==> config.mk <==
export PLATFORM = sky130hd
export DESIGN_NAME = tti_sqrt
export DESIGN_NICKNAME = d
export VERILOG_FILES = /design/src/rtl/core/tti_pkg.sv /design/src/rtl/core/tti_sqrt.sv
export SDC_FILE = /design/constraint.sdc
export NUM_CORES = 2
export LEC_CHECK = 0
export ABC_AREA = 0
export BUFFER_PORTS_ARGS = -buffer_cell sky130_fd_sc_hd__buf_2
export CAP_MARGIN = 20
export CELL_PAD_IN_SITES_DETAIL_PLACEMENT = 1
export CELL_PAD_IN_SITES_GLOBAL_PLACEMENT = 1
export CORE_MARGIN = 2
export CORE_UTILIZATION = 50
export CTS_CLUSTER_SIZE = 30
export DETAILED_ROUTE_END_ITERATION = 7
export HOLD_SLACK_MARGIN = 0.03
export PLACE_DENSITY = 0.78
export SLEW_MARGIN = 15
export SYNTH_ARGS = -nofsm -noshare
export SYNTH_HDL_FRONTEND = slang
export SYNTH_SLANG_ARGS = --single-unit
==> constraint.sdc <==
create_clock -name clk -period 3.9 [get_ports clk]
set_input_delay 0.195 -clock clk [delete_from_list [all_inputs] [get_ports clk]]
set_output_delay 0.195 -clock clk [all_outputs]
set_load 0.01 [all_outputs]
==> src/rtl/core/tti_pkg.sv <==
// ----------------------------------------------------------------------------
// Intercept time package
// Widths, constants and codes shared by the intercept time pipeline.
// ----------------------------------------------------------------------------
package tti_pkg;

  // Gravity in ft/s^2, Q8
  localparam logic [13:0] GRAVITY_Q8 = 14'd8236;

  // Pipelined divider: dividend (and quotient) width, divisor width
  localparam int DIV_NW = 47;
  localparam int DIV_DW = 38;

  // Pipelined square root: radicand width and root width
  localparam int SQ_W  = 60;
  localparam int SQ_RW = SQ_W / 2;

  // Cycles from an accepted word to its result strobe
  localparam int PIPE_LAT = 9 + 2 * DIV_NW + SQ_RW;

  // Times in seconds, Q8
  localparam logic [11:0] T_15S   = 12'd3840;
  localparam logic [11:0] T_10S   = 12'd2560;
  localparam logic [7:0]  T_HALFS = 8'd128;

  // Saturation limits
  localparam logic [23:0] IMPACT_MAX  = 24'hFFFFFF;
  localparam logic [15:0] ROUNDED_MAX = 16'hFFFF;

  // HUD status codes
  localparam logic [1:0] HUD_NONE      = 2'd0;
  localparam logic [1:0] HUD_LOCKED    = 2'd1;
  localparam logic [1:0] HUD_IN_RANGE  = 2'd2;
  localparam logic [1:0] HUD_OUT_RANGE = 2'd3;

  // Configuration register indexes
  typedef enum logic [1:0] {
    REG_THRUST = 2'd0,
    REG_DRAG   = 2'd1,
    REG_WEIGHT = 2'd2,
    REG_ARM    = 2'd3
  } cfg_reg_t;

  // Sideband carried alongside the first divider
  typedef struct packed {
    logic               ok;
    logic [19:0]        d;
    logic signed [12:0] r;
    logic               lock;
  } sb_div1_t;

  // Sideband carried alongside the square root
  typedef struct packed {
    logic               ok;
    logic [37:0]        a;
    logic signed [12:0] r;
    logic               lock;
  } sb_sqrt_t;

  // Sideband carried alongside the second divider
  typedef struct packed {
    logic ok;
    logic lock;
  } sb_div2_t;

endpackage

==> src/rtl/core/tti_sqrt.sv <==
// ----------------------------------------------------------------------------
// Pipelined square root
// Digit-by-digit floor square root, one root bit per stage.
// ----------------------------------------------------------------------------
module tti_sqrt import tti_pkg::*; (
  input  logic             clk,
  input  logic             rst,
  input  logic             in_valid,
  input  logic [SQ_W-1:0]  radicand,
  output logic             out_valid,
  output logic [SQ_RW-1:0] root
);

  logic [SQ_RW+1:0] rem_s  [0:SQ_RW];
  logic [SQ_RW-1:0] root_s [0:SQ_RW];
  logic [SQ_W-1:0]  x_s    [0:SQ_RW];
  logic             vld_s  [0:SQ_RW];

  assign rem_s[0]  = '0;
  assign root_s[0] = '0;
  assign x_s[0]    = radicand;
  assign vld_s[0]  = in_valid;

  for (genvar k = 0; k < SQ_RW; k++) begin : g_stage
    logic [SQ_RW+3:0] cat;
    logic [SQ_RW+3:0] trial;
    logic [SQ_RW+3:0] diff;
    logic             ge;

    always_comb begin
      cat   = {rem_s[k], x_s[k][SQ_W-1 -: 2]};
      trial = {2'b00, root_s[k], 2'b01};
      diff  = cat - trial;
      ge    = cat >= trial;
    end

    always_ff @(posedge clk) begin
      if (rst) begin
        vld_s[k+1] <= 1'b0;
      end else begin
        vld_s[k+1] <= vld_s[k];
      end
      rem_s[k+1]  <= ge ? diff[SQ_RW+1:0] : cat[SQ_RW+1:0];
      root_s[k+1] <= {root_s[k][SQ_RW-2:0], ge};
      x_s[k+1]    <= {x_s[k][SQ_W-3:0], 2'b00};
    end
  end

  assign out_valid = vld_s[SQ_RW];
  assign root      = root_s[SQ_RW];

endmodule

== Word-level counts from Yosys, hierarchy flattened ==
Index checks and enable logic that the tools add are counted.
W data, S select, Z words.

* Add/sub/neg operators: 29
* Multipliers: 0
* Div/mod/pow operators: 0
* Order comparisons: 30
* Equal/unequal tests: 0
* Shifts and indexed selects: 0
* Muxes and demuxes: 29
* Bitwise gates (word level): 0
* Reductions and logical operators: 0

{| class="wikitable"
|+ Operator list
! operator !! number
|-
| $mux W32 || 28
|-
| $ge A34 B10 Y1 || 1
|-
| $ge A34 B11 Y1 || 1
|-
| $ge A34 B12 Y1 || 1
|-
| $ge A34 B13 Y1 || 1
|-
| $ge A34 B14 Y1 || 1
|-
| $ge A34 B15 Y1 || 1
|-
| $ge A34 B16 Y1 || 1
|-
| $ge A34 B17 Y1 || 1
|-
| $ge A34 B18 Y1 || 1
|-
| $ge A34 B19 Y1 || 1
|-
| $ge A34 B20 Y1 || 1
|-
| $ge A34 B21 Y1 || 1
|-
| $ge A34 B22 Y1 || 1
|-
| $ge A34 B23 Y1 || 1
|-
| $ge A34 B24 Y1 || 1
|-
| $ge A34 B25 Y1 || 1
|-
| $ge A34 B26 Y1 || 1
|-
| $ge A34 B27 Y1 || 1
|-
| $ge A34 B28 Y1 || 1
|-
| $ge A34 B29 Y1 || 1
|-
| $ge A34 B3 Y1 || 1
|-
| $ge A34 B30 Y1 || 1
|-
| $ge A34 B31 Y1 || 1
|-
| other kinds (37) || 37
|}

* Register bits after elaboration: 2,264
* Bits in latches: 0
* Bits in writable memories: 0
* ROM bits: 0
* Input port bits: 63
* Output and inout port bits: 31
* Memories: 0

== Logic depth before layout (Yosys ltp) ==
* Depth after elaboration: 2
* Depth in mapped cells: 16

== Worst setup path before layout ==
Ideal clock, no wire load.

* Path kind: flip-flop to flip-flop
* Start: register rem_s (netlist bit g_stage[4].cat[18])
* End: register rem_s (netlist bit g_stage[5].cat[5])
* Library setup time: 0.121 ns
* Arrival: 3.159 ns
* Required time: 3.779 ns
* Path slack: 0.620 ns
* Stages on the path, launching flop included: 10
* Path buffers: 1
* Period minus slack after synthesis: 3.280 ns
* Path through: dfxtp_1 > or3_1 > or2_1 > or4_4 > or3_1 > or3_1 > or3_1 > a2111o_1 > buf_4 > mux2_4

* Cells in the longest elaborated chain, start to end: 2

{| class="wikitable"
|+ RTL lines
! element !! RTL line !! RTL
|-
| from (decl) || tti_sqrt.sv:14 || <nowiki>logic [SQ_RW+1:0] rem_s [0:SQ_RW];</nowiki>
|-
| from (signal, indexed assignment) || tti_sqrt.sv:43 || <nowiki>rem_s[k+1] <= ge ? diff[SQ_RW+1:0] : cat[SQ_RW+1:0];</nowiki>
|-
| $ge A34 B6 Y1 || tti_sqrt.sv:34 || <nowiki>ge = cat >= trial;</nowiki>
|-
| net g_stage[4].ge || tti_sqrt.sv:28 || <nowiki>logic ge;</nowiki>
|-
| $mux W32 || tti_sqrt.sv:43 ||
|}

The timed path passes the listed nets, and every way through them passes these cells.
A chain may end at the register's enable or synchronous reset.

== Worst setup path in the final report ==
* Start: register root_s (netlist bit g_stage[11].trial[8])
* End: register rem_s (netlist bit g_stage[12].cat[33])

* Cells in the longest elaborated chain, start to end: 2

{| class="wikitable"
|+ RTL lines
! element !! RTL line !! RTL
|-
| from (decl) || tti_sqrt.sv:15 || <nowiki>logic [SQ_RW-1:0] root_s [0:SQ_RW];</nowiki>
|-
| from (signal, indexed assignment) || tti_sqrt.sv:44 || <nowiki>root_s[k+1] <= {root_s[k][SQ_RW-2:0], ge};</nowiki>
|-
| $sub A32 B13 Y32 / $ge A34 B13 Y1 (equally long branches) || tti_sqrt.sv:33, tti_sqrt.sv:34 ||
|-
| $mux W32 * || tti_sqrt.sv:43 ||
|}

Every way passes the cells marked *; elsewhere a longest branch is shown, timed or not.

==> flow_metrics.py <==
metrics = {
    "drt": {
        "drtAntennaViolNets": 0,
        "highest_layer": "met5",
        "num_vias": 57200,
        "drt-wirelength-per-cell_um": 20.6,
        "wl_met1_um": 90300,
        "wl_met3_um": 6630,
        "drt_iter0_drc": 2676,
        "via_per_inst": 5.38,
        "wl_um": 219000,
        "dr.pass1.iters": 5,
        "drc": 0,
        "wl_met2_um": 114000,
    },
    "placed_design": {
        "dp_cells": 10100,
        "hpwl_um": 147000,
        "gp_congestion": 0.868,
        "io_buffers": 93,
        "pre_cts_slack_ns": 0.196,
    },
    "logic_synthesis": {
        "netlist_top_cells_area": "dfxtp_1, ha_1, xnor2_1, xor2_1, inv_1",
        "ys_seq_area_share_pct": 55.5,
        "synthFlopType": "dfxtp_1",
        "syn-instance-count": 7929,
        "async_flop_share_pct": 0,
        "synth_common_cells": "dfxtp_1, inv_1, nand2_1",
        "synth_largest_area_cell": "dfxtp_1",
        "synth_edf_count": 0,
        "syn_avg_cell_area_um2": 10.2,
        "ys_seq_elements": 2247,
        "syn_nets": 8488,
        "ys_warn_count": 0,
        "synth.distinct_cells": 87,
        "syn_area_um2": 81100,
        "synth_most_common_cell": "dfxtp_1",
        "synth_top_area_share_pct": 55.5,
    },
    "run": {
        "max-cap-violations": 0,
    },
    "pwr": {
        "peakVddDrop_mv": 0.503,
        "p_leak_nw": 43.9,
        "power_density_nw_per_um2": 673,
        "finalPower_mw": 63.0,
    },
    "timing": {
        "finClkSkew_ns": 0.0670,
        "hold_viol": 0,
        "fmax_mhz": 260,
        "period_share_pct": 98.5,
        "worst_pin_slew_ns": 0.995,
        "relSlewSlack_pct": 31.9,
        "setup_viol": 0,
        "drv_slew": 0,
        "tns_ns": 0,
        "hold_ws_ns": 0.128,
        "period_needed_ns": 3.84,
        "layout_setup_ws_ns": 0.0589,
    },
    "clock_network": {
        "clock_path_buffers": 3,
        "clock_sinks": 2247,
        "cts_tree": "done",
        "htreeDepth": 4,
        "clockRootBuffer": "clkbuf_16",
        "cts_buffers": 215,
        "insertion_delay_ns": 0.88,
        "clk_pin_slew_ns": 0.09,
    },
    "setup_path": {
        "crit_required_ns": 4.71,
        "startpoint_type": "flop",
        "r2r-end": "g_stage[12].cat[33]$_DFF_P_",
        "rrSetupSlack_ns": 0.06,
        "rr_startpoint": "g_stage[11].trial[8]$_DFF_P_",
        "cp-end-kind": "flop",
        "crit_type": "flop to flop",
        "arrival_ns": 4.65,
        "reg2reg_depth": 12,
        "cp_max_fo": 5,
    },
    "layout": {
        "area_growth_pct": 15.4,
        "final_cell_count_no_fill": 10600,
        "layout-drive-gt1-share_pct": 8.01,
        "fill_cells": 17200,
        "num-nets-final": 8839,
    },
    "global_route": {
        "grt_max_degree": 47,
        "grt_pass1_vias": 62000,
        "grt.overflow.total": 0,
        "antenna_found_initial": 6,
        "grt_pass1_wl_um": 345000,
        "track_usage_pct": 26.3,
    },
    "run_status": {
        "status": "finished clean",
    },
    "floorplan": {
        "num_rows": 147,
        "dieArea_um2": 165000,
        "ios": 94,
        "start_util_pct": 50.4,
        "die_w_um": 407,
        "die_height_um": 407,
        "coreArea_um2": 161000,
    },
    "min_path": {
        "hold_path_depth": 3,
        "hold_end": "g_stage[1].cat[3]$_DFF_P_",
        "hp-class": "input port to flop",
        "hp-start": "radicand[59]",
    },
}
==> worst max-delay path by stage <==
| stage | end | start | cells after the start |
|---|---|---|---|
| 4_1_cts | g_stage[11].cat[3]$_DFF_P_ | g_stage[10].cat[22]$_DFF_P_ | 8 |
| 3_3_place_gp | g_stage[19].cat[29]$_DFF_P_ | g_stage[18].trial[5]$_DFF_P_ | 11 |
| 2_1_floorplan | g_stage[5].cat[5]$_DFF_P_ | g_stage[4].cat[18]$_DFF_P_ | 9 |
| 6_report | g_stage[12].cat[33]$_DFF_P_ | g_stage[11].trial[8]$_DFF_P_ | 12 |
| 3_5_place_dp | g_stage[29].cat[3]$_DFF_P_ | g_stage[28].trial[5]$_DFF_P_ | 12 |
| 5_1_grt | g_stage[12].cat[33]$_DFF_P_ | g_stage[11].trial[8]$_DFF_P_ | 12 |
==> flip-flops by register name, summed over array words and instances (netlist names) <==
signal and cells:
g_stage.trial 435, root 30, out_valid 1, g_stage.cat 940, x_s 812, vld_s 29
==> final cells by class <==
cell class                 count  area [um^2]  share of cell area (%)
multi-input combinational   4906        33300                    35.6
tap                         2160         2700                    2.89
clock inverter               111         1800                    1.92
clock buffer                 292         6180                    6.60
timing repair buffer         280         2260                    2.42
inverter                     630         2360                    2.53
sequential                  2247        45000                    48.1
antenna                        2         5.00                 0.00535
==> layer usage <==
layer  global-route usage, %  up-vias
met4                    10.1        4
met2                    48.9     1033
met5                       0        -
met3                    3.47      492
met1                    30.5    28000
li1                        -    27600
==> power breakdown <==
part	total, mW	switching [mW]	internal (mW)
sequential	29.9	3.18	26.7
clock	23.1	9.59	13.5
combinational	9.96	5.60	4.37
==> cell families after synthesis <==
kind of cell    share of synthesized area [%]
flops                                    55.5
simple gates                             12.3
fa+ha+maj                                7.65
buf+inv                                  3.61
compound gates                           11.8
other cells                           0.00462
xor+xnor                                 7.98
mux                                      1.10
==> worst max-delay path, stage by stage (launching register included) <==
cell       delay, ns
dfxtp_1         0.41
inv_1           0.09
ha_1            0.42
nand2_1         0.24
or4_1           0.51
or4_1           0.52
o21ai_0         0.21
nor4_1          0.12
a2111oi_1       0.40
buf_4           0.21
nand2b_1        0.17
nor4_2          0.25
xor2_1          0.19
==> what timing repair did <==
| action | 4_1_cts | 5_1_grt |
|---|---|---|
| hold buffers | 125 | 0 |
| resized for setup | 0 | 13 |
| endpoints found under the hold margin | 91 | 0 |
| setup endpoints to repair | 0 | 45 |
| buffers inserted | 0 | 2 |
==> per-stage QoR <==
| stage | cell area [um^2] | util, % |
|---|---|---|
| after global routing | 93600 | 58.2 |
| after detailed placement | 84300 | 52.4 |
| after global placement | 84300 | 52.4 |
| after floorplan | 81100 | - |
| after CTS | 93500 | 58.2 |
| final | 93600 | 58.2 |
==> cell usage in the layout (no fill, tap or decap), types with 70 or more instances in the layout <==
cell | netlist | final
a21o_1 | 184 | 184
ha_1 | 496 | 496
o21a_1 | 95 | 95
inv_1 | 628 | 628
dfxtp_1 | 2247 | 2247
o21ai_0 | 455 | 454
xor2_1 | 364 | 364
nand3_1 | 115 | 115
clkbuf_16 | 0 | 216
nand2_1 | 578 | 578
nor2_1 | 466 | 464
nor2b_1 | 99 | 99
buf_2 | 1 | 93
nand4_1 | 70 | 70
nand2b_1 | 95 | 95
nor3_1 | 177 | 177
a21oi_1 | 449 | 447
dlygate4sd3_1 | 0 | 125
or3_1 | 87 | 87
xnor2_1 | 375 | 375
nor4_1 | 95 | 93
Note: power is estimated with default switching activity, not from simulation.
